### src/rtl/adu_pkg.sv
// Package for the activation derivative unit: mode and register codes,
// fixed-point widths, exp/divider constants and the pipeline tag type.
// No dependencies; used by adu_exp, adu_div and the top level.
package adu_pkg;

  // Activation modes held in the mode register
  typedef logic [2:0] mode_t;
  localparam mode_t MODE_RELU    = 3'd0;
  localparam mode_t MODE_SIGMOID = 3'd1;
  localparam mode_t MODE_TANH    = 3'd2;
  localparam mode_t MODE_LEAKY   = 3'd3;
  localparam mode_t MODE_SWISH   = 3'd4;
  localparam mode_t MODE_LINEAR  = 3'd5;

  // Configuration register indexes
  localparam int CFG_ADDR_W = 1;
  localparam int CFG_DATA_W = 15;
  localparam logic [CFG_ADDR_W-1:0] CFG_MODE  = 1'b0;
  localparam logic [CFG_ADDR_W-1:0] CFG_SLOPE = 1'b1;
  localparam int SLOPE_W = 15;
  localparam logic [SLOPE_W-1:0] SLOPE_RESET = 15'd164;

  // Clamped input (Q6.12 signed, +/-16.0) and exp argument (up to 32.0)
  localparam int ZC_W    = 18;
  localparam int X_W     = 18;
  localparam int Z_CLAMP = 65536;

  // Internal Q0.24 fixed point for exp, sigmoid and friends
  localparam int FRAC  = 24;
  localparam int Q_ONE = 16777216;
  localparam int E_W   = 25;
  localparam int Q_W   = 24;
  localparam int P_W   = 47;

  // x * log2(e): x in Q.12, constant in Q1.30, product in Q.42
  localparam int LOG2E_W = 31;
  localparam logic [LOG2E_W-1:0] LOG2E_Q30 = 31'd1549082005;
  localparam int Y_W    = X_W + LOG2E_W;
  localparam int Y_FRAC = 42;
  localparam int K_W    = 6;
  localparam int SEL_W  = 2;
  localparam int G_W    = 22;

  // 2^-g for g in [0, 0.25) by a degree 5 polynomial, Horner form
  localparam int HORNER_N = 5;
  localparam logic [E_W-1:0] HORNER_C5 = 25'd22370;

  // Divider: two quotient bits per stage
  localparam int REM_W      = 25;
  localparam int DEN_W      = 26;
  localparam int DIV_BITS   = 2;
  localparam int DIV_STAGES = Q_W / DIV_BITS;

  // Derivative before output saturation, signed Q.14
  localparam int D_W     = 18;
  localparam int OUT_ONE = 16384;

  // Valid bit and clamped input travelling beside the data
  typedef struct packed {
    logic                   vld;
    logic signed [ZC_W-1:0] zc;
  } tag_t;

  // Horner coefficients, innermost first: ln2^n/n! in Q0.24, then 1.0
  function automatic logic [E_W-1:0] horner_coef(input int j);
    logic [E_W-1:0] c;
    case (j)
      0:       c = 25'd161365;
      1:       c = 25'd931204;
      2:       c = 25'd4030332;
      3:       c = 25'd11629080;
      default: c = 25'd16777216;
    endcase
    return c;
  endfunction

  // 2^(-sel/4) in Q0.24
  function automatic logic [E_W-1:0] pow2_quarter(input logic [SEL_W-1:0] sel);
    logic [E_W-1:0] c;
    case (sel)
      2'd0:    c = 25'd16777216;
      2'd1:    c = 25'd14107901;
      2'd2:    c = 25'd11863283;
      default: c = 25'd9975792;
    endcase
    return c;
  endfunction

endpackage

### src/rtl/adu_div.sv
// Pipelined restoring divider: q = floor(e * 2^24 / (2^24 + e)), Q0.24.
// DIV_STAGES register stages of DIV_BITS quotient bits; depends on adu_pkg.
module adu_div (
  input  logic                     clk,
  input  logic                     rst_n,
  input  logic                     en,
  input  adu_pkg::tag_t            tag_i,
  input  logic [adu_pkg::E_W-1:0]  e_i,
  output adu_pkg::tag_t            tag_o,
  output logic [adu_pkg::Q_W-1:0]  q_o
);

  localparam int NS = adu_pkg::DIV_STAGES;

  logic                            vld_r   [NS];
  logic signed [adu_pkg::ZC_W-1:0] zc_r    [NS];
  logic [adu_pkg::REM_W-1:0]       rem_r   [NS];
  logic [adu_pkg::DEN_W-1:0]       den_r   [NS];
  logic [adu_pkg::Q_W-1:0]         quo_r   [NS];
  logic [adu_pkg::REM_W-1:0]       rem_nxt [NS];
  logic [adu_pkg::DEN_W-1:0]       den_nxt [NS];
  logic [adu_pkg::Q_W-1:0]         quo_nxt [NS];

  // Shift, compare and subtract; remainder always stays below the divisor
  always_comb begin
    logic [adu_pkg::REM_W-1:0] r;
    logic [adu_pkg::DEN_W-1:0] r2;
    logic [adu_pkg::DEN_W-1:0] d;
    logic [adu_pkg::Q_W-1:0]   qv;
    for (int j = 0; j < NS; j++) begin
      if (j == 0) begin
        r  = adu_pkg::REM_W'(e_i);
        d  = adu_pkg::DEN_W'(adu_pkg::Q_ONE) + adu_pkg::DEN_W'(e_i);
        qv = '0;
      end else begin
        r  = rem_r[(j > 0) ? j - 1 : 0];
        d  = den_r[(j > 0) ? j - 1 : 0];
        qv = quo_r[(j > 0) ? j - 1 : 0];
      end
      for (int b = 0; b < adu_pkg::DIV_BITS; b++) begin
        r2 = {r, 1'b0};
        if (r2 >= d) begin
          r  = adu_pkg::REM_W'(r2 - d);
          qv = {qv[adu_pkg::Q_W-2:0], 1'b1};
        end else begin
          r  = adu_pkg::REM_W'(r2);
          qv = {qv[adu_pkg::Q_W-2:0], 1'b0};
        end
      end
      rem_nxt[j] = r;
      den_nxt[j] = d;
      quo_nxt[j] = qv;
    end
  end

  // Valid bits
  always_ff @(posedge clk) begin
    if (!rst_n) begin
      for (int j = 0; j < NS; j++) vld_r[j] <= 1'b0;
    end else if (en) begin
      vld_r[0] <= tag_i.vld;
      for (int j = 1; j < NS; j++) vld_r[j] <= vld_r[j-1];
    end
  end

  // Data path
  always_ff @(posedge clk) begin
    if (en) begin
      zc_r[0] <= tag_i.zc;
      for (int j = 1; j < NS; j++) zc_r[j] <= zc_r[j-1];
      for (int j = 0; j < NS; j++) begin
        rem_r[j] <= rem_nxt[j];
        den_r[j] <= den_nxt[j];
        quo_r[j] <= quo_nxt[j];
      end
    end
  end

  assign tag_o = '{vld: vld_r[NS-1], zc: zc_r[NS-1]};
  assign q_o   = quo_r[NS-1];

endmodule

### config.mk
export PLATFORM = sky130hd
export DESIGN_NAME = adu_div
export DESIGN_NICKNAME = d
export VERILOG_FILES = /design/src/rtl/adu_pkg.sv /design/src/rtl/adu_div.sv
export SDC_FILE = /design/constraint.sdc
export NUM_CORES = 2
export LEC_CHECK = 0
export BUFFER_PORTS_ARGS = -buffer_cell sky130_fd_sc_hd__buf_2
export CORE_ASPECT_RATIO = 0.6
export CORE_UTILIZATION = 52
export DETAILED_ROUTE_END_ITERATION = 6
export PLACE_DENSITY = 0.7
export SLEW_MARGIN = 40
export SYNTH_ARGS = -nofsm -noshare
export SYNTH_HDL_FRONTEND = slang
export SYNTH_SLANG_ARGS = --single-unit
### constraint.sdc
create_clock -name clk -period 6.1 [get_ports clk]
set_input_delay 0.305 -clock clk [delete_from_list [all_inputs] [get_ports clk]]
set_output_delay 0.305 -clock clk [all_outputs]
set_load 0.02 [all_outputs]
---- Word-level counts from Yosys, hierarchy flattened ----
Memory sizes are Yosys's and may differ from the RTL's.
Index checks and enable logic that the tools add are counted.
storage, ports and cells
  RAM bits ................................ 1128
  bits in read-only memories .............. 0
  bits in latches ......................... 0
  memories kept ........................... 5
  output and inout bits ................... 43
  bits in registers ....................... 0
  logic and storage cells ................. 131
operators by class
  multiplexer cells ....................... 65
  reductions and logical operators ........ 0
  multipliers ............................. 0
  bitwise operators ....................... 12
  div/mod/pow operators ................... 0
  add/sub/neg operators ................... 25
  equality and inequality tests ........... 0
  order comparisons ....................... 24
  shift operators ......................... 0
memories
  name   words  width  rd ports  clocked after Yosys merged registers in  write ports  RTL line       RTL
  den_r  12     26     11        0                                        12           adu_div.sv:18  logic [adu_pkg::DEN_W-1:0] den_r [NS];
  rem_r  12     25     11        0                                        12           adu_div.sv:17  logic [adu_pkg::REM_W-1:0] rem_r [NS];
  quo_r  12     24     12        0                                        12           adu_div.sv:19  logic [adu_pkg::Q_W-1:0] quo_r [NS];
  zc_r   12     18     12        0                                        12           adu_div.sv:16  logic signed [adu_pkg::ZC_W-1:0] zc_r [NS];
  vld_r  12     1      12        0                                        12           adu_div.sv:15  logic vld_r [NS];
operator list
  operator                                                          number
  26-bit greater-or-equal comparator                                24
  25-bit two-way mux                                                24
  25-bit subtractor                                                 24
  1-bit two-way mux                                                 41
  25-bit by 25-bit adder with 26-bit output (first input constant)  1
  1-bit bitwise OR                                                  12

---- Longest topological paths before layout ----
  depth after elaboration ................. 5
  mapped depth ............................ 27
  mapped depth without buffers ............ 23

---- Worst setup path before layout ----
Ideal clock, no wire load.
  path kind ............................... reg-to-reg
  from .................................... memory den_r[6][0] (netlist name)
  to ...................................... memory rem_r[7][10] (netlist name) (data pin)
  arrival time ............................ 5585 ps
  cell stages (with the launch flop) ...... 22
  period minus slack after synthesis ...... 5845 ps
  library setup time ...................... 260 ps
  path slack .............................. 255 ps
  cells stage by stage .................... edfxtp_1 > inv_1 > fa_1 > a21oi_1 > o21bai_1 > a21oi_1 > o221a_2 > o21ai_1 > a31o_2 > a221oi_2 > buf_2 > mux2_2 > ha_1 > a211o_1 > a221oi_1 > o21a_1 > o22ai_1 > o21ba_2 > a311oi_4 > inv_2 > buf_2 > mux2_2
RTL lines
  what         RTL line
  from (decl)  adu_div.sv:18
  to (decl)    adu_div.sv:17

==> results.md <==
- GRT overflow: 0
- Worst Reg-to-Reg Cells: 21
- Synth cell types: 114
- First-pass iteration count of the detailed router: 7
- Gpl congestion: 1.02
- Fin Clk Skew: 59.7 ps
- Clock Sinks: 945
- Crit-path leading delay family: compound AO/OA/AOI/OAI gates
- Syn_nets: 6804
- Hold Vio Cnt, Final: 0
- Vias in the first global route: 46900
- Crit path largest cell delay: 540 ps
- Initial core utilization: 0.525
- Arr. time, crit path: 6440 ps
- Dpl cells: 8277
- Fraction of registers with async set/reset: 0
- Failing checks: DRC
- Yosys warns: 0
- Seq cells post-synth: 945
- Synth top area cells: edfxtp_1 (43%), ha_1 (12%), mux2_2 (5.7%), xnor2_1 (4.3%), a21oi_1 (3.8%)
- Rel. slew slack: 0.424
- Crit-path cells: inv_1 > ha_1 > a21o_1 > a21o_1 > a2111o_1 > a21oi_1 > o31ai_1 > a21oi_1 > xnor2_1 > mux2_2 > ha_1 > nand3_1 > nor4_2 > o211ai_1 > a21o_1 > nor4b_4 > o311ai_4 > buf_12 > buf_4 > nor2_1 > a21oi_1
- # setup viols final: 0
- Ys flop type: edfxtp_1
- Post-synth top cells: edfxtp_1 (944), ha_1 (610), a21oi_1 (497), inv_1 (448)
- Status: complete, but fails checks
- DR iter-0 viols: 5323
- Ports: 90
- Average instance area after synthesis: 10.6 sq um
- Tot GR Track Use: 0.277
- IO Port Bufs: 89
- Syn Inst Count: 6136
- Critical Path RT: 6560 ps
- DR WL/cell: 21.2 um
- CP startpoint: den_r[3][7]
- Origin of the worst min-delay path: tag_i[11]
- Post-synth top area cell: edfxtp_1
- Worst r2r dst: rem_r[4][6]
- Clock root cell: clkbuf_16
- WL final: 181000 um
- CTS tree: yes
- Max FO, Critical Path: 9
- Cell Count, Final, Fillers Out: 8547
- Worst-margin pin slew: 855 ps
- Detailed-route via count: 50500
- Reg2reg start: den_r[3][7]
- Final setup TNS: 0 ps
- CP max stage cell: edfxtp_1
- Layout Nets: 7447
- DRC viols: 11
- Post-DP Area: 71300 sq um
- Crit path buf inv count: 3
- Critical Path Start Type: register
- WHS: 297 ps
- WHS Endpoint: zc_r[0][11]
- Largest net degree at the start of global routing: 147
- Site row count: 100
- Post-Layout Inst Area: 76100 sq um
- Synth top area share: 0.434
- Die width: 459 um
- First-pass GRT wire length: 274000 um
- Period utilization: 0.981
- Die area: 127000 sq um
- Flop-to-flop setup slack: 120 ps
- Crit Path Class: register to register
- Crit. End Element: register
- Worst path depth: 21
- Hold WC Path Type: primary input to register
- Hold Crit Depth: 2
- Synth-to-Final Area Change: 16.6%
- Initial antenna violation count: 6
- H-tree levels: 3
- Most common cell in the netlist: edfxtp_1
- Mapped cell area: 65300 sq um
- Total CTS buffers: 94
- Tmin final: 5980 ps
- Post-route ant nets: 0
- HPWL after detailed placement: 142000 um
- Clk Latency, worst-skew pair: 720 ps
- Post-synth EDFFs: 944
- Vias per inst: 5.91
- Seq/Total Area, Yosys: 0.435
- Clock buffer depth: 3
- Pins over their slew limit: 0
- Die height: 276 um
- Share of cells above drive strength 1: 0.195
- Core ar.: 124000 sq um
- Max Freq: 0.167 GHz
- Max Cap Violations: 0
- Clock-pin slew on the worst setup and hold paths: 60 ps
state kept, by name (all words and copies together), names as in the netlist:
name,cells
den_r,286
rem_r,275
zc_r,216
quo_r,156
vld_r,12
per-stage QoR:
stage	worst slack, ps	utilization
after detailed placement	-653	0.574
final	116	0.613
after global routing	-15.3	0.613
after CTS	1.08	0.605
after floorplan	255	-
after global placement	-1360	0.574
repair_timing:
item,in CTS,in global routing
endpoints found under the setup margin,73,248
endpoints found under the hold margin,54,26
buffers inserted,5,32
gates cloned,0,3
pin swaps,1,31
hold buffers,46,1
gates resized for setup,19,111
layout make-up:
| cell class | count | area, sq um |
|---|---|---|
| fillers | 10100 | 48100 |
| multi-input cells | 4593 | 35100 |
| flip-flops and latches | 945 | 28400 |
| repair buffers | 688 | 5550 |
| clock buffers | 103 | 2390 |
| well taps | 1683 | 2110 |
| inverters | 457 | 1720 |
| clock inverters | 70 | 870 |
| diodes | 8 | 20.0 |
how the worst max path moves through the flow:
stage	slack (ps)	to
2_1_floorplan	250	rem_r[7][10]
3_3_place_gp	-1360	rem_r[4][1]
3_5_place_dp	-650	rem_r[4][1]
4_1_cts	1	rem_r[9][9]
5_1_grt	-20	rem_r[6][23]
6_report	120	rem_r[4][6]
per-layer routing:
layer  routed length (um)  track usage  vias to the layer above  part of all wire
met3                21700        0.103                      164              0.12
li1                     -            -                    24300                 -
met5                   44            0                        -           0.00024
met1                90600        0.447                    24100              0.50
met2                66700        0.346                     1888              0.37
met4                 2280       0.0439                        6             0.013
cell usage in the layout, fill, tap and decap left out, types with 41 or more instances in the layout:
| cell type | count |
|---|---|
| nor2b_1 | 72 |
| dlygate4sd3_1 | 47 |
| edfxtp_1 | 944 |
| a31oi_1 | 64 |
| clkbuf_16 | 97 |
| buf_2 | 88 |
| nand2_1 | 367 |
| a21o_1 | 249 |
| nor3_1 | 92 |
| o21bai_1 | 61 |
| buf_4 | 513 |
| o21a_1 | 79 |
| a21oi_1 | 479 |
| o21ai_0 | 304 |
| nand4_1 | 88 |
| mux2_2 | 327 |
| inv_1 | 446 |
| nand2b_1 | 46 |
| nor2_1 | 364 |
| o31ai_1 | 41 |
| ha_1 | 598 |
| nand3_1 | 110 |
| and2_1 | 43 |
| xnor2_1 | 317 |
| xor2_1 | 151 |
| a211oi_1 | 48 |
| and3_1 | 65 |
kinds of logic (layout without fill, tap and decap cells):
| kind of cell | Yosys count | in the layout | share of synthesized area |
|---|---|---|---|
| fa+ha+maj | 621 | 621 | 0.120 |
| mux | 387 | 387 | 0.0672 |
| simple gates | 1417 | 1417 | 0.106 |
| compound gates | 1700 | 1700 | 0.171 |
| buf+inv | 598 | 1318 | 0.0376 |
| xor+xnor | 468 | 468 | 0.0628 |
| other cells | 0 | 8 | 0 |
| flops | 945 | 945 | 0.435 |
worst reg2reg max path, cell delays in order (launching register included):
cell	delay (ps)
edfxtp_1	540
inv_1	150
ha_1	410
a21o_1	230
a21o_1	210
a2111o_1	400
a21oi_1	320
o31ai_1	130
a21oi_1	190
xnor2_1	80
mux2_2	280
ha_1	330
nand3_1	230
nor4_2	330
o211ai_1	250
a21o_1	290
nor4b_4	160
o311ai_4	350
buf_12	190
buf_4	200
nor2_1	70
a21oi_1	380
Power is not shown: default switching activity piles up to over one toggle a cycle in this logic, so the estimate is an artifact.
